`src/sdm_pkg.sv`:
```
// ---------------------------------------------------------------------------
// sdm_pkg: shared types and constants of the solenoid driver
// Operation codes, vector widths, register map and the configuration bundle.
// ---------------------------------------------------------------------------
`default_nettype none

package sdm_pkg;

	localparam int unsigned VecW    = 25;
	localparam int unsigned NormW   = 16;
	localparam int unsigned SpecW   = 8;
	localparam int unsigned SpecLsb = 16;
	localparam int unsigned OpW     = 3;
	localparam int unsigned DataW   = 8;
	localparam int unsigned IdxW    = 3;
	localparam int unsigned MuxNumW = 5;
	localparam int unsigned AddrW   = 4;
	localparam int unsigned PdataW  = 32;

	localparam logic [VecW-1:0] KeepSpecial = 25'h1ff0000;
	localparam logic [VecW-1:0] KeepHigh    = 25'h1ffff00;
	localparam logic [VecW-1:0] GameOnBit   = 25'h1000000;
	localparam logic [MuxNumW-1:0] MuxNone  = 5'd0;
	localparam logic [MuxNumW-1:0] MuxBits  = 5'd25;

	typedef enum logic [OpW-1:0] {
		OP_LOW_BYTE    = 3'd0,
		OP_HIGH_BYTE   = 3'd1,
		OP_SPEC_LINE   = 3'd2,
		OP_SPEC_ENABLE = 3'd3,
		OP_FRAME_TICK  = 3'd4,
		OP_DIRECT_LOW  = 3'd5
	} op_t;

	typedef enum logic [1:0] {
		REG_ALT_MODE  = 2'd0,
		REG_MUX_SOL   = 2'd1,
		REG_MUX_MASK  = 2'd2,
		REG_SW_MASK   = 2'd3
	} reg_idx_t;

	typedef struct packed {
		logic               alt_mode;
		logic [MuxNumW-1:0] mux_sol;
		logic [NormW-1:0]   mux_mask;
		logic [SpecW-1:0]   sw_mask;
	} cfg_t;

endpackage

`default_nettype wire

```
`src/sdm_cfg.sv`:
```
// ---------------------------------------------------------------------------
// sdm_cfg: configuration registers
// APB-style register file holding mode, mux selection and masks.
// ---------------------------------------------------------------------------
`default_nettype none

module sdm_cfg (
	input  wire logic                         clk,
	input  wire logic                         arst_n,
	input  wire logic                         psel,
	input  wire logic                         penable,
	input  wire logic                         pwrite,
	input  wire logic [sdm_pkg::AddrW-1:0]    paddr,
	input  wire logic [sdm_pkg::PdataW-1:0]   pwdata,
	output logic      [sdm_pkg::PdataW-1:0]   prdata,
	output logic                              pready,
	output sdm_pkg::cfg_t                     cfg
);
	import sdm_pkg::*;

	cfg_t     cfg_q;
	reg_idx_t idx;
	logic     wr_en;

	assign pready = 1'b1;
	assign idx    = reg_idx_t'(paddr[AddrW-1:2]);
	assign wr_en  = psel & penable & pwrite;
	assign cfg    = cfg_q;

	always_ff @(posedge clk or negedge arst_n) begin
		if (!arst_n) begin
			cfg_q <= '0;
		end else if (wr_en) begin
			case (idx)
				REG_ALT_MODE: cfg_q.alt_mode <= pwdata[0];
				REG_MUX_SOL:  cfg_q.mux_sol  <= pwdata[MuxNumW-1:0];
				REG_MUX_MASK: cfg_q.mux_mask <= pwdata[NormW-1:0];
				REG_SW_MASK:  cfg_q.sw_mask  <= pwdata[SpecW-1:0];
				default: ;
			endcase
		end
	end

	always_comb begin
		prdata = '0;
		case (idx)
			REG_ALT_MODE: prdata[0]             = cfg_q.alt_mode;
			REG_MUX_SOL:  prdata[MuxNumW-1:0]   = cfg_q.mux_sol;
			REG_MUX_MASK: prdata[NormW-1:0]     = cfg_q.mux_mask;
			REG_SW_MASK:  prdata[SpecW-1:0]     = cfg_q.sw_mask;
			default:      prdata                = '0;
		endcase
	end

endmodule

`default_nettype wire

```
`src/sdm_core.sv`:
```
// ---------------------------------------------------------------------------
// sdm_core: solenoid state and per-transaction update
// Holds the byte latches, pulsed vector, frame accumulator, history and
// custom latch; computes the next state of one input transaction.
// ---------------------------------------------------------------------------
`default_nettype none

module sdm_core (
	input  wire logic                         clk,
	input  wire logic                         arst_n,
	input  wire sdm_pkg::cfg_t                cfg,
	input  wire logic                         take,
	input  wire logic [sdm_pkg::OpW-1:0]      op,
	input  wire logic [sdm_pkg::DataW-1:0]    data,
	input  wire logic [sdm_pkg::IdxW-1:0]     line_index,
	input  wire logic [sdm_pkg::SpecW-1:0]    trigger_switches,
	output logic      [sdm_pkg::VecW-1:0]     smoothed_nxt,
	output logic      [sdm_pkg::VecW-1:0]     pulsed_nxt,
	output logic      [sdm_pkg::NormW-1:0]    custom_nxt
);
	import sdm_pkg::*;

	logic [DataW-1:0] low_q, high_q, low_nxt, high_nxt;
	logic [VecW-1:0]  pulsed_q, acc_q, acc_nxt, hist0_q, hist1_q, hist0_nxt, hist1_nxt;
	logic [VecW-1:0]  smooth_q;
	logic             parity_q, parity_nxt, spec_en_q, spec_en_nxt;
	logic [NormW-1:0] custom_q;

	logic [VecW-1:0]    rebuilt, shifted, mux_clr, line_bit;
	logic [DataW-1:0]   rb_low, rb_high;
	logic [MuxNumW-1:0] mux_pos;
	logic               do_rebuild, mux_sel, line_on, gate_on;

	// Rebuild operands: the byte being written replaces its latched copy.
	assign rb_low  = (op_t'(op) == OP_LOW_BYTE)  ? data : low_q;
	assign rb_high = (op_t'(op) == OP_HIGH_BYTE) ? data : high_q;
	assign rebuilt = (pulsed_q & KeepSpecial) | {{(VecW-2*DataW){1'b0}}, rb_high, rb_low};
	assign mux_pos = cfg.mux_sol - 5'd1;
	assign shifted = rebuilt >> mux_pos;
	// A mux number beyond the vector selects a bit that reads as zero.
	assign mux_sel = (cfg.mux_sol != MuxNone) && (mux_pos < MuxBits) && shifted[0];
	assign mux_clr = {{(VecW-NormW){1'b0}}, cfg.mux_mask};

	assign line_bit = {{(VecW-SpecLsb-SpecW){1'b0}}, (SpecW'(1) << line_index),
		{SpecLsb{1'b0}}};
	assign line_on  = cfg.alt_mode ? data[0] : (spec_en_q & ~data[0]);
	assign gate_on  = cfg.alt_mode | spec_en_q;

	always_comb begin
		low_nxt     = low_q;
		high_nxt    = high_q;
		pulsed_nxt  = pulsed_q;
		acc_nxt     = acc_q;
		hist0_nxt   = hist0_q;
		hist1_nxt   = hist1_q;
		smoothed_nxt = smooth_q;
		parity_nxt  = parity_q;
		spec_en_nxt = spec_en_q;
		custom_nxt  = custom_q;
		do_rebuild  = 1'b0;
		case (op_t'(op))
			OP_LOW_BYTE: begin
				do_rebuild = (data != low_q);
				low_nxt    = data;
			end
			OP_HIGH_BYTE: begin
				do_rebuild = (data != high_q);
				high_nxt   = data;
			end
			OP_SPEC_LINE: begin
				if (line_on) begin
					pulsed_nxt = pulsed_q | line_bit;
					acc_nxt    = acc_q | line_bit;
				end else begin
					pulsed_nxt = pulsed_q & ~line_bit;
				end
			end
			OP_SPEC_ENABLE: spec_en_nxt = data[0];
			OP_FRAME_TICK: begin
				parity_nxt = ~parity_q;
				acc_nxt    = acc_q;
				if (gate_on) begin
					acc_nxt = acc_q | GameOnBit |
						{1'b0, (trigger_switches & cfg.sw_mask), {SpecLsb{1'b0}}};
				end
				if (parity_nxt) begin
					hist1_nxt = acc_nxt;
				end else begin
					hist0_nxt = acc_nxt;
				end
				smoothed_nxt = hist0_nxt | hist1_nxt;
				acc_nxt      = pulsed_q;
			end
			OP_DIRECT_LOW: begin
				pulsed_nxt = (pulsed_q & KeepHigh) | {{(VecW-DataW){1'b0}}, data};
				acc_nxt    = acc_q | {{(VecW-DataW){1'b0}}, data};
			end
			default: ;
		endcase
		if (do_rebuild) begin
			pulsed_nxt = rebuilt;
			if (cfg.mux_sol != MuxNone) begin
				if (mux_sel) begin
					custom_nxt = rebuilt[NormW-1:0] & cfg.mux_mask;
					pulsed_nxt = rebuilt & ~mux_clr;
				end else begin
					custom_nxt = '0;
				end
			end
			acc_nxt = acc_q | pulsed_nxt;
		end
	end

	always_ff @(posedge clk or negedge arst_n) begin
		if (!arst_n) begin
			low_q     <= '0;
			high_q    <= '0;
			pulsed_q  <= '0;
			acc_q     <= '0;
			hist0_q   <= '0;
			hist1_q   <= '0;
			smooth_q  <= '0;
			parity_q  <= 1'b0;
			spec_en_q <= 1'b0;
			custom_q  <= '0;
		end else if (take) begin
			low_q     <= low_nxt;
			high_q    <= high_nxt;
			pulsed_q  <= pulsed_nxt;
			acc_q     <= acc_nxt;
			hist0_q   <= hist0_nxt;
			hist1_q   <= hist1_nxt;
			smooth_q  <= smoothed_nxt;
			parity_q  <= parity_nxt;
			spec_en_q <= spec_en_nxt;
			custom_q  <= custom_nxt;
		end
	end

endmodule

`default_nettype wire

```
`src/solenoid_driver_with_mux_smoothing.sv`:
```
// ---------------------------------------------------------------------------
// solenoid_driver_with_mux_smoothing: solenoid driver top level
// Byte, special-line and frame-tick transactions update a 25-bit solenoid
// vector with mux diversion and two-frame smoothing; one result per input.
// ---------------------------------------------------------------------------
//  channel | handshake               | payload
//  --------+-------------------------+------------------------------------------
//  in      | in_valid / in_ready     | op, data, line_index, trigger_switches
//  out     | out_valid / out_ready   | smoothed_solenoids, pulsed_solenoids,
//          |                         | custom_solenoids
//  cfg     | psel / penable / pready | paddr, pwrite, pwdata, prdata
//
// Each input transaction updates the state in the cycle it is accepted and its
// result appears in the output register the next cycle: one transaction per
// cycle unless the output stalls. in_ready is high while the output register is
// empty or being emptied, so a stalled output holds one result and stops input.
// Reset clears all but the output data registers; no clearing pass is needed.
// ---------------------------------------------------------------------------
`default_nettype none

module solenoid_driver_with_mux_smoothing (
	input  wire logic                         clk,
	input  wire logic                         arst_n,
	input  wire logic                         in_valid,
	output logic                              in_ready,
	input  wire logic [sdm_pkg::OpW-1:0]      op,
	input  wire logic [sdm_pkg::DataW-1:0]    data,
	input  wire logic [sdm_pkg::IdxW-1:0]     line_index,
	input  wire logic [sdm_pkg::SpecW-1:0]    trigger_switches,
	output logic                              out_valid,
	input  wire logic                         out_ready,
	output logic      [sdm_pkg::VecW-1:0]     smoothed_solenoids,
	output logic      [sdm_pkg::VecW-1:0]     pulsed_solenoids,
	output logic      [sdm_pkg::NormW-1:0]    custom_solenoids,
	input  wire logic                         psel,
	input  wire logic                         penable,
	input  wire logic                         pwrite,
	input  wire logic [sdm_pkg::AddrW-1:0]    paddr,
	input  wire logic [sdm_pkg::PdataW-1:0]   pwdata,
	output logic      [sdm_pkg::PdataW-1:0]   prdata,
	output logic                              pready
);
	import sdm_pkg::*;

	cfg_t             cfg;
	logic             take;
	logic             out_valid_q;
	logic [VecW-1:0]  smoothed_nxt, pulsed_nxt, smoothed_s1, pulsed_s1;
	logic [NormW-1:0] custom_nxt, custom_s1;

	assign in_ready  = ~out_valid_q | out_ready;
	assign take      = in_valid & in_ready;
	assign out_valid = out_valid_q;
	assign smoothed_solenoids = smoothed_s1;
	assign pulsed_solenoids   = pulsed_s1;
	assign custom_solenoids   = custom_s1;

	sdm_cfg u_cfg (
		.clk     (clk),
		.arst_n  (arst_n),
		.psel    (psel),
		.penable (penable),
		.pwrite  (pwrite),
		.paddr   (paddr),
		.pwdata  (pwdata),
		.prdata  (prdata),
		.pready  (pready),
		.cfg     (cfg)
	);

	sdm_core u_core (
		.clk              (clk),
		.arst_n           (arst_n),
		.cfg              (cfg),
		.take             (take),
		.op               (op),
		.data             (data),
		.line_index       (line_index),
		.trigger_switches (trigger_switches),
		.smoothed_nxt     (smoothed_nxt),
		.pulsed_nxt       (pulsed_nxt),
		.custom_nxt       (custom_nxt)
	);

	always_ff @(posedge clk or negedge arst_n) begin
		if (!arst_n) begin
			out_valid_q <= 1'b0;
		end else if (take) begin
			out_valid_q <= 1'b1;
		end else if (out_ready) begin
			out_valid_q <= 1'b0;
		end
	end

	always_ff @(posedge clk) begin
		if (take) begin
			smoothed_s1 <= smoothed_nxt;
			pulsed_s1   <= pulsed_nxt;
			custom_s1   <= custom_nxt;
		end
	end

endmodule

`default_nettype wire

```
`config.mk`:
```
export PLATFORM = sky130hd
export DESIGN_NAME = solenoid_driver_with_mux_smoothing
export DESIGN_NICKNAME = d
export VERILOG_FILES = /design/src/sdm_pkg.sv /design/src/sdm_cfg.sv /design/src/sdm_core.sv /design/src/solenoid_driver_with_mux_smoothing.sv
export SDC_FILE = /design/constraint.sdc
export NUM_CORES = 1
export LEC_CHECK = 0
export BUFFER_PORTS_ARGS = -buffer_cell sky130_fd_sc_hd__buf_4
export CORE_UTILIZATION = 50
export CTS_CLUSTER_DIAMETER = 200
export DETAILED_ROUTE_END_ITERATION = 8
export MAX_ROUTING_LAYER = met4
export PLACE_DENSITY_LB_ADDON = 0.15
export RECOVER_POWER = 50
export SYNTH_ARGS = -nofsm -noshare
export SYNTH_HDL_FRONTEND = slang
export SYNTH_HIERARCHICAL = 1
export SYNTH_SLANG_ARGS = --single-unit
```
`constraint.sdc`:
```
create_clock -name clk -period 9.2 [get_ports clk]
set_input_delay 1.84 -clock clk [delete_from_list [all_inputs] [get_ports clk]]
set_output_delay 1.84 -clock clk [all_outputs]
set_load 0.02 [all_outputs]
```
==> impl_metrics.env, run 1 <==
export IMPL_synth_adder_area_share_pct=0.103
export IMPL_syn_area_mm2=0.0121
export IMPL_yosys_top_cells_count="dfrtp_1 (190), o21ai_0 (78), nand2_1 (75), nor2_1 (75), mux2_2 (73)"
export IMPL_p_sw_share_pct=31.6
export IMPL_fillers=2072
export IMPL_r2r_end="u_core/pulsed_q[21]"
export IMPL_netlist_instances=1075
export IMPL_synth_mux_area_share_pct=11.5
export IMPL_finalHoldWorstSlack_ns=0.472
export IMPL_place_ws_ns=3.45
export IMPL_drt_iter0_markers=518
export IMPL_cp_max_fo=81
export IMPL_io_pins=166
export IMPL_grt_pass1_vias=7869
export IMPL_grt_max_degree=82
export IMPL_crit_path_start_kind="input port"
export IMPL_pwr_share_clk_pct=29.8
export IMPL_cts_resized=0
export IMPL_io_buffers=130
export IMPL_postSynthAreaPerCell_um2=11.3
export IMPL_drt_antenna_violating_nets=0
export IMPL_synth_compound_area_share_pct=17.1
export IMPL_maxCapViolCount=3
export IMPL_leakage_nw=6.05
export IMPL_p_switching_mw=1.14
export IMPL_gr_total_overflow=0
export IMPL_antenna_found_initial=0
export IMPL_ir_drop_mv=0.154
export IMPL_drc_errors=0
export IMPL_power_density_mw_per_mm2=263
export IMPL_routed_wl_um=27900
export IMPL_yosys_area_share_xor_xnor_pct=0.578
export IMPL_crit_cells=8
export IMPL_cts_htree_levels=1
export IMPL_numCtsBuffers=27
export IMPL_fin_crit_sh_pct=65.4
export IMPL_slowest_stage="and2_0"
export IMPL_power_frac_comb_pct=24.3
export IMPL_dr_pass1_iters=5
export IMPL_rsz0062_at_grt="no"
export IMPL_clk_latency_ns=0.53
export IMPL_worstMarginPinSlew_ns=3.43
export IMPL_cp_top_family="simple AND/OR/NAND/NOR gates"
export IMPL_synth_top_family_by_area="compound AO/OA/AOI/OAI gates"
export IMPL_die_y_um=158
export IMPL_synth_edf_count=66
export IMPL_setup_viol=0
export IMPL_worst_ep_required_time_ns=9.62
export IMPL_path_cells="clkbuf_4 -> nand2b_1 -> and2_0 -> buf_4 -> inv_1 -> nor4_1 -> nand3_1 -> mux2_2"
export IMPL_area_growth_syn_to_layout_pct=13.4
export IMPL_period_needed_ns=6.01
export IMPL_placedInstanceArea_mm2=0.0132
export IMPL_synthTopCellsByArea="dfrtp_1 (39%), edfxtp_1 (16%), mux2_2 (6.8%), o21ai_0 (3.2%), a21oi_1 (2.8%)"
export IMPL_fin_util_pct=58.2
export IMPL_synth_top_area_share_pct=39.2
export IMPL_min_from="u_core/hist0_q[24]"
export IMPL_finalSetupTns_ns=0
export IMPL_crit_end="u_core/pulsed_q[21]"
export IMPL_fin_nets=1238
export IMPL_cts_max_path_buffers=3
export IMPL_grt_first_pass_wirelength_um=44500
export IMPL_drive_gt1_share_pct=16.7
export IMPL_die_area_mm2=0.0249
export IMPL_cts_tree="done"
export IMPL_status="finished, violations left"
export IMPL_timing_reg2reg_setup_slack_ns=4.24
export IMPL_synth_async_reset_ratio_pct=74.2
export IMPL_seqPwrFrac_pct=46.0
export IMPL_track_usage_pct=23.7
export IMPL_critical_path_max_stage_delay_ns=1.98
export IMPL_place_hpwl_um=18700
export IMPL_fp_coreArea_mm2=0.0236
export IMPL_fin_ws_ns=3.19
export IMPL_final_hold_violation_count=0
export IMPL_postCtsHoldBufs=0
export IMPL_failed_checks="capacitance limit, slew limit"
export IMPL_maxSlewViolCount=173
export IMPL_num_rows=56
export IMPL_via_per_inst=5.66
export IMPL_yosysSeqAreaShare_pct=55.6
export IMPL_cp_num_buf_inv=3
export IMPL_internal_power_mw=2.47
export IMPL_synthFlopType="dfrtp_1"
export IMPL_skew_ns=0.0135
export IMPL_relSlewSlack_pct=-129
export IMPL_clk_pin_slew_ns=0.06
export IMPL_end_kind="flop"
export IMPL_cp_arrival_ns=6.43
export IMPL_fmax_ghz=0.166
export IMPL_synth_warnings=6
export IMPL_vias=8551
export IMPL_cts_sinks=256
export IMPL_synthSimpleGateAreaFrac_pct=10.2
export IMPL_crit_start="out_ready"
export IMPL_stdcell_area_mm2=0.0138
export IMPL_synth_top_area_cell="dfrtp_1"
export IMPL_die_width_um=158
export IMPL_wl_per_cell_um=18.5
export IMPL_cts_setup_buffers=0
export IMPL_root_buffer="clkbuf_16"
export IMPL_hp_class="reg -> reg"
export IMPL_initial_core_util_pct=51.3
export IMPL_worstRegToRegCells=7
export IMPL_timing_rr_start="out_valid"
export IMPL_synth_most_common_cell="dfrtp_1"
export IMPL_path_class="in -> reg"
export IMPL_place_congestion=0.903
export IMPL_synth_cell_types=60
export IMPL_ys_seq_elements=256
==> placed cells by master (no fill, tap or decap), types with 9 or more instances in the layout <==
cell / Yosys / final
buf_4: 21 / 67
a22oi_1: 10 / 10
a22o_1: 31 / 31
inv_1: 38 / 38
o22ai_1: 10 / 10
nand3_1: 8 / 9
nor2b_1: 24 / 25
conb_1: 2 / 17
a21o_1: 27 / 27
edfxtp_1: 66 / 66
mux2i_1: 29 / 29
o21ai_0: 78 / 78
dfrtp_1: 190 / 190
a31oi_1: 9 / 9
a32o_1: 18 / 18
a21oi_1: 69 / 69
nor2_1: 75 / 73
clkbuf_16: 0 / 27
and3_1: 18 / 19
clkbuf_1: 48 / 77
mux2_2: 73 / 73
nor3_1: 11 / 11
nand2_1: 75 / 74
a211oi_1: 32 / 32
and2_1: 18 / 18
==> sequential cells by signal, indices dropped and copies added, names as in the netlist <==
| register | cells |
|---|---|
| u_cfg/cfg | 30 |
| custom_solenoids | 16 |
| out_valid | 1 |
| u_core/smooth_q | 25 |
| u_core/parity_q | 1 |
| u_core/high_q | 8 |
| smoothed_solenoids | 25 |
| u_core/low_q | 8 |
| pulsed_solenoids | 25 |
| u_core/spec_en_q | 1 |
| u_core/hist0_q | 25 |
| u_core/custom_q | 16 |
| u_core/acc_q | 25 |
| u_core/pulsed_q | 25 |
| u_core/hist1_q | 25 |
==> metrics by stage <==
| step | power, mW | cells |
|---|---|---|
| floorplan | 2.30 | 1090 |
| global placement | 2.56 | 1462 |
| detailed placement | 2.59 | 1462 |
| CTS | 3.68 | 1511 |
| global route | 3.82 | 1511 |
| finish | 3.62 | 1512 |
==> worst register-to-register path: stages (launching register included) <==
cell	delay [ns]
dfrtp_1	0.37
nand2b_1	0.12
and2_0	1.98
buf_4	0.92
inv_1	0.34
nor4_1	0.63
nand3_1	0.18
mux2_2	0.30
==> cell families after synthesis <==
logic type | count (synthesis)
flip-flops | 256
AO/OA/AOI/OAI | 312
AND/OR/NAND/NOR | 253
adder cells (fa/ha/maj) | 1
other | 2
multiplexers | 118
XOR/XNOR | 8
buffers and inverters | 125
==> layout make-up <==
| class | count | area, um2 | share of cell area, % |
|---|---|---|---|
| sequential | 256 | 6740 | 49.0 |
| multi-input combinational | 709 | 4820 | 35.0 |
| timing repair buffer | 140 | 785 | 5.70 |
| clock buffer | 35 | 726 | 5.28 |
| tap | 319 | 399 | 2.90 |
| clock inverter | 14 | 146 | 1.06 |
| inverter | 38 | 143 | 1.04 |
| antenna | 1 | 2.50 | 0.0182 |
==> metal layers <==
metal	share of wire [%]	vias up	GRT usage, %
li1	-	4069	-
met1	48	4172	36.4
met2	44	275	33.2
met3	5.8	35	2.82
met4	2.1	0	5.92
met5	0	-	-
==> how the worst min path moves through the flow <==
| stage | end | cells past startpoint |
|---|---|---|
| 3_3_place_gp | u_core/hist0_q[24] | 2 |
| 6_report | u_core/hist0_q[24] | 2 |
| 4_1_cts | u_core/hist0_q[24] | 2 |
| 2_1_floorplan | u_core/hist0_q[24] | 2 |
| 5_1_grt | u_core/hist0_q[23] | 2 |
| 3_5_place_dp | u_core/hist0_q[24] | 2 |
==> power by group through the flow <==
stage | Combinational (mW) | Clock (mW) | Sequential (mW)
2_1_floorplan | 0.636 | 0 | 1.66
3_3_place_gp | 0.895 | 0 | 1.67
3_5_place_dp | 0.913 | 0 | 1.68
4_1_cts | 0.919 | 1.10 | 1.66
5_1_grt | 0.978 | 1.15 | 1.70
6_report | 0.879 | 1.08 | 1.66
No activity file was read; power rests on OpenSTA's default activity.
==> inputs of run 2 (changes only) <==
==> constraint.sdc (replaced) <==
create_clock -name clk -period 4.99 [get_ports clk]
set_input_delay 0.998 -clock clk [delete_from_list [all_inputs] [get_ports clk]]
set_output_delay 0.998 -clock clk [all_outputs]
set_load 0.02 [all_outputs]
==> impl_metrics.env, run 2 (synthesis gave the netlist of run 1 again) <==
export IMPL_status="finished, violations left"
export IMPL_failed_checks="capacitance limit, slew limit"
export IMPL_cp_max_fo=76
export IMPL_cp_top_family="simple AND/OR/NAND/NOR gates"
export IMPL_fin_nets=1246
export IMPL_placedInstanceArea_mm2=0.0133
export IMPL_multiInputGateArea_mm2=0.00481
export IMPL_cts_tree="done"
export IMPL_io_buffers=130
export IMPL_area_growth_syn_to_layout_pct=15.4
export IMPL_slowest_stage="clkbuf_2"
export IMPL_maxSlewViolCount=173
export IMPL_mostFrequentLayoutCells="dfrtp_1 (190), buf_4 (115), o21ai_0 (78), mux2_2 (74), nand2_1 (74)"
export IMPL_routed_wl_um=28100
export IMPL_grt_max_degree=97
export IMPL_grt_first_pass_wirelength_um=45100
export IMPL_antenna_cells=0
export IMPL_num_rows=56
export IMPL_internal_power_mw=4.63
export IMPL_drc_errors=0
export IMPL_place_hpwl_um=18800
export IMPL_clk_pin_slew_ns=0.06
export IMPL_final_common_cell="dfrtp_1"
export IMPL_fin_crit_sh_pct=80.6
export IMPL_cts_setup_buffers=0
export IMPL_die_y_um=158
export IMPL_seqPwrFrac_pct=45.5
export IMPL_largest_reg_flops=30
export IMPL_worstMarginPinSlew_ns=2.44
export IMPL_p_sw_share_pct=31.5
export IMPL_grt_pass1_vias=8010
export IMPL_leakage_nw=6.26
export IMPL_rsz0062_at_grt="no"
export IMPL_vias=8518
export IMPL_finalSetupTns_ns=0
export IMPL_ir_drop_mv=0.297
export IMPL_fmax_ghz=0.249
export IMPL_drive_gt1_share_pct=21.1
export IMPL_power_density_mw_per_mm2=483
export IMPL_postCtsHoldBufs=0
export IMPL_path_class="in -> reg"
export IMPL_drt_iter0_markers=524
export IMPL_clk_latency_ns=0.54
export IMPL_numCtsBuffers=27
export IMPL_stdcell_area_mm2=0.0140
export IMPL_path_cells="clkbuf_4 -> nand2b_1 -> and2_0 -> clkbuf_2 -> nand2_1 -> a21oi_1 -> o22ai_1 -> o21ai_0"
export IMPL_pwr_share_clk_pct=29.7
export IMPL_wl_per_cell_um=18.5
export IMPL_p_switching_mw=2.13
export IMPL_cts_resized=0
export IMPL_gr_total_overflow=0
export IMPL_hp_class="reg -> reg"
export IMPL_cts_max_path_buffers=3
export IMPL_total_power_mw=6.76
export IMPL_dpl_cell_count=1470
export IMPL_antenna_found_initial=0
export IMPL_skew_ns=0.0161
export IMPL_track_usage_pct=24.1
export IMPL_maxCapViolCount=2
export IMPL_via_per_inst=5.60
export IMPL_fillers=2033
export IMPL_relSlewSlack_pct=-62.7
export IMPL_root_buffer="clkbuf_16"
export IMPL_setup_viol=0
export IMPL_dr_pass1_iters=5
export IMPL_fin_util_pct=59.3
export IMPL_die_area_mm2=0.0249
export IMPL_place_congestion=0.891
export IMPL_seq_area_mm2=0.00674
export IMPL_fin_cells=1520
export IMPL_initial_core_util_pct=51.3
export IMPL_drt_antenna_violating_nets=0
export IMPL_cts_sinks=256
export IMPL_end_kind="flop"
export IMPL_fp_coreArea_mm2=0.0236
export IMPL_critical_path_max_stage_delay_ns=1.33
export IMPL_final_hold_violation_count=0
export IMPL_cp_arrival_ns=4.46
export IMPL_cp_num_buf_inv=2
export IMPL_period_needed_ns=4.02
export IMPL_worst_ep_required_time_ns=5.43
export IMPL_die_width_um=158
export IMPL_io_pins=166
export IMPL_crit_path_start_kind="input port"
export IMPL_power_frac_comb_pct=24.8
export IMPL_cts_htree_levels=1
==> run 2: changes by cell type in the layout (fill, tap and decap cells not counted), sizes merged <==
cell and change:
buf +48, bufinv -2, clkbuf -36, clkinv -2, diode -1, inv +1
==> run 2: final timing paths <==
check | startpoint | end | slack (ns) | cells past startpoint
setup / recovery | out_ready | u_core/acc_q[1] | 0.97 | 8
hold / removal | u_core/hist0_q[24] | u_core/hist0_q[24] | 0.47 | 2
setup reg to reg | out_valid | u_core/acc_q[1] | 1.19 | 7
hold reg to reg | u_core/hist0_q[24] | u_core/hist0_q[24] | 0.47 | 2
max in group asynchronous | arst_n | u_core/pulsed_q[13] | 1.27 | 2
min in group asynchronous | arst_n | u_cfg/cfg[18] | 1.18 | 1
==> run 2: worst min-delay path, delay by kind of cell (launching register included) <==
| family | cells | cell delay (ns) |
|---|---|---|
| and+or+nand+nor | 1 | 0.04 |
| AOI/OAI and AO/OA | 1 | 0.06 |
| DFF | 1 | 0.33 |
==> run 2: power groups by stage <==
| stage | logic, mW | clock network (mW) | registers (mW) |
|---|---|---|---|
| after floorplan | 1.17 | 0 | 3.06 |
| after global placement | 1.66 | 0 | 3.08 |
| after detailed placement | 1.70 | 0 | 3.10 |
| after CTS | 1.71 | 2.05 | 3.07 |
| after global routing | 1.86 | 2.14 | 3.14 |
| final | 1.67 | 2.01 | 3.07 |
==> run 2: final cells by class <==
cell class	instances	area share, %
Sequential cell	256	48.1
Tap cell	319	2.85
Clock buffer	39	5.82
Clock inverter	11	0.617
Multi-Input combinational cell	709	34.4
Timing Repair Buffer	148	7.15
Inverter	38	1.02
==> run 2: metrics by stage <==
stage | worst slack, ns | hold WS (ns)
2_1_floorplan | 1.55 | 0.442
3_3_place_gp | 0.792 | 0.460
3_5_place_dp | 0.764 | 0.465
4_1_cts | 1.33 | 0.478
5_1_grt | 0.560 | 0.499
6_report | 0.970 | 0.472
==> run 2: routing by layer <==
metal / track usage [%] / share of wire (%) / wire, um / vias up
li1: - / - / - / 4090
met1: 35.6 / 47 / 13300 / 4113
met2: 34.2 / 44 / 12400 / 267
met3: 3.18 / 5.4 / 1530 / 48
met4: 8.04 / 3.2 / 896 / 0
met5: - / 0 / 0 / -
==> inputs of run 3 (changes only) <==
==> constraint.sdc (replaced) <==
create_clock -name clk -period 3.5 [get_ports clk]
set_input_delay 0.7 -clock clk [delete_from_list [all_inputs] [get_ports clk]]
set_output_delay 0.7 -clock clk [all_outputs]
set_load 0.02 [all_outputs]
==> impl_metrics.env, run 3 (synthesis gave the netlist of run 1 again) <==
export IMPL_num_rows=56
export IMPL_drt_antenna_violating_nets=0
export IMPL_cp_num_buf_inv=3
export IMPL_dr_pass1_iters=5
export IMPL_skew_ns=0.0161
export IMPL_numCtsBuffers=27
export IMPL_fp_coreArea_mm2=0.0236
export IMPL_finalSetupTns_ns=0
export IMPL_cp_arrival_ns=3.32
export IMPL_cp_top_family="compound AO/OA/AOI/OAI gates"
export IMPL_critical_path_max_stage_delay_ns=0.55
export IMPL_drive_gt1_share_pct=22.7
export IMPL_postCtsHoldBufs=0
export IMPL_crit_path_start_kind="flop"
export IMPL_status="finished, violations left"
export IMPL_p_sw_share_pct=31.1
export IMPL_rsz0062_at_grt="no"
export IMPL_clk_latency_ns=0.54
export IMPL_area_growth_syn_to_layout_pct=17.3
export IMPL_io_buffers=130
export IMPL_fin_nets=1272
export IMPL_largest_reg_flops=30
export IMPL_fin_crit_sh_pct=88.0
export IMPL_via_per_inst=5.55
export IMPL_clk_pin_slew_ns=0.06
export IMPL_cp_common_cell="inv_1"
export IMPL_cts_max_path_buffers=3
export IMPL_cp_max_fo=8
export IMPL_maxCapViolCount=3
export IMPL_crit_cells=10
export IMPL_fin_ws_ns=0.419
export IMPL_drc_errors=0
export IMPL_root_buffer="clkbuf_16"
export IMPL_worst_ep_required_time_ns=3.74
export IMPL_period_needed_ns=3.08
export IMPL_gr_total_overflow=0
export IMPL_final_hold_violation_count=0
export IMPL_mostFrequentLayoutCells="dfrtp_1 (190), buf_4 (138), o21ai_0 (78), nand2_1 (74)"
export IMPL_timing_rr_start="u_cfg/cfg[24]"
export IMPL_internal_power_mw=6.69
export IMPL_vias=8579
export IMPL_cts_htree_levels=1
export IMPL_routed_wl_um=28100
export IMPL_pwr_share_clk_pct=29.4
export IMPL_place_ws_ns=0.135
export IMPL_crit_start="u_cfg/cfg[24]"
export IMPL_min_from="in_valid"
export IMPL_relSlewSlack_pct=-4.74
export IMPL_initial_core_util_pct=51.3
export IMPL_setup_viol=0
export IMPL_ir_drop_mv=0.406
export IMPL_fmax_ghz=0.325
export IMPL_dpl_cell_count=1496
export IMPL_seqPwrFrac_pct=45.2
export IMPL_power_density_mw_per_mm2=682
export IMPL_grt_pass1_vias=8072
export IMPL_fin_cells=1546
export IMPL_place_congestion=0.885
export IMPL_track_usage_pct=24.0
export IMPL_grt_max_degree=74
export IMPL_die_area_mm2=0.0249
export IMPL_end_kind="flop"
export IMPL_drt_iter0_markers=512
export IMPL_final_common_cell="dfrtp_1"
export IMPL_cts_sinks=256
export IMPL_cts_setup_buffers=0
export IMPL_cts_resized=0
export IMPL_io_pins=166
export IMPL_die_width_um=158
export IMPL_stdcell_area_mm2=0.0142
export IMPL_slowest_stage="mux4_2"
export IMPL_antenna_cells=0
export IMPL_leakage_nw=6.41
export IMPL_crit_end="pulsed_solenoids[5]"
export IMPL_maxSlewViolCount=167
export IMPL_power_frac_comb_pct=25.4
export IMPL_worstRegToRegCells=10
export IMPL_wl_per_cell_um=18.2
export IMPL_hp_class="in -> reg"
export IMPL_path_cells="inv_1 -> ha_1 -> inv_1 -> mux4_2 -> o22ai_1 -> nor2_1 -> a31oi_4 -> buf_4 -> a21o_1 -> o21ai_0"
export IMPL_r2r_end="pulsed_solenoids[5]"
export IMPL_path_class="reg -> reg"
export IMPL_grt_first_pass_wirelength_um=45100
export IMPL_worstMarginPinSlew_ns=1.57
export IMPL_place_hpwl_um=19700
export IMPL_antenna_found_initial=0
export IMPL_p_switching_mw=3.02
export IMPL_timing_reg2reg_setup_slack_ns=0.42
export IMPL_placedInstanceArea_mm2=0.0135
export IMPL_die_y_um=158
export IMPL_failed_checks="capacitance limit, slew limit"
export IMPL_cts_tree="done"
-- run 3: cell count changes in the layout (fill, tap and decap cells not counted), moves of 2 or more --
cell | previous run | this run
buf_4 | 115 | 138
clkbuf_8 | 3 | 8
buf_12 | 0 | 3
clkbuf_2 | 2 | 5
clkinv_2 | 5 | 2
clkbuf_1 | 34 | 36
clkbuf_16 | 30 | 28
clkbuf_4 | 3 | 1
clkinv_1 | 2 | 0
clkinvlp_4 | 2 | 0
-- run 3: per-layer routing --
metal / wire, um / track usage (%) / up-vias
li1: - / - / 4139
met1: 13600 / 35.4 / 4175
met2: 12700 / 35.6 / 226
met3: 1310 / 2.63 / 39
met4: 597 / 5.87 / 0
met5: 0 / - / -
-- run 3: cell type report --
cell class	count	area, um2
well taps	319	399
fillers	2022	9390
clock buffers	45	845
flip-flops and latches	256	6740
clock inverters	5	57.6
multi-input cells	709	4810
inverters	38	143
repair buffers	174	1230
-- run 3: worst register-to-register path, stage by stage (launching register included) --
cell     delay [ns]
dfrtp_1        0.37
inv_1          0.17
ha_1           0.34
inv_1          0.28
mux4_2         0.55
o22ai_1        0.18
nor2_1         0.09
a31oi_4        0.21
buf_4          0.19
a21o_1         0.23
o21ai_0        0.20
-- run 3: through the flow --
| step | utilization, % | power [mW] | hold WS [ns] |
|---|---|---|---|
| final | 60.2 | 9.71 | 0.357 |
| after detailed placement | 57.2 | 6.94 | 0.463 |
| after floorplan | - | 6.04 | 0.404 |
| after global placement | 57.2 | 6.88 | 0.455 |
| after global routing | 60.2 | 10.2 | 0.352 |
| after CTS | 61.1 | 9.82 | 0.163 |
-- run 3: worst min-delay path by stage --
stage,to,depth (start not counted)
after floorplan,out_valid,0
after global placement,u_core/hist0_q[24],2
after detailed placement,u_core/hist0_q[24],2
after CTS,u_core/custom_q[9],1
after global routing,out_valid,2
final,out_valid,2
-- run 3: power by group through the flow --
stage          clock (mW)  sequential (mW)  combinational (mW)
2_1_floorplan           0             4.36                1.67
3_5_place_dp            0             4.44                2.50
5_1_grt              3.04             4.48                2.72
3_3_place_gp            0             4.41                2.47
6_report             2.85             4.39                2.46
4_1_cts              2.91             4.39                2.53
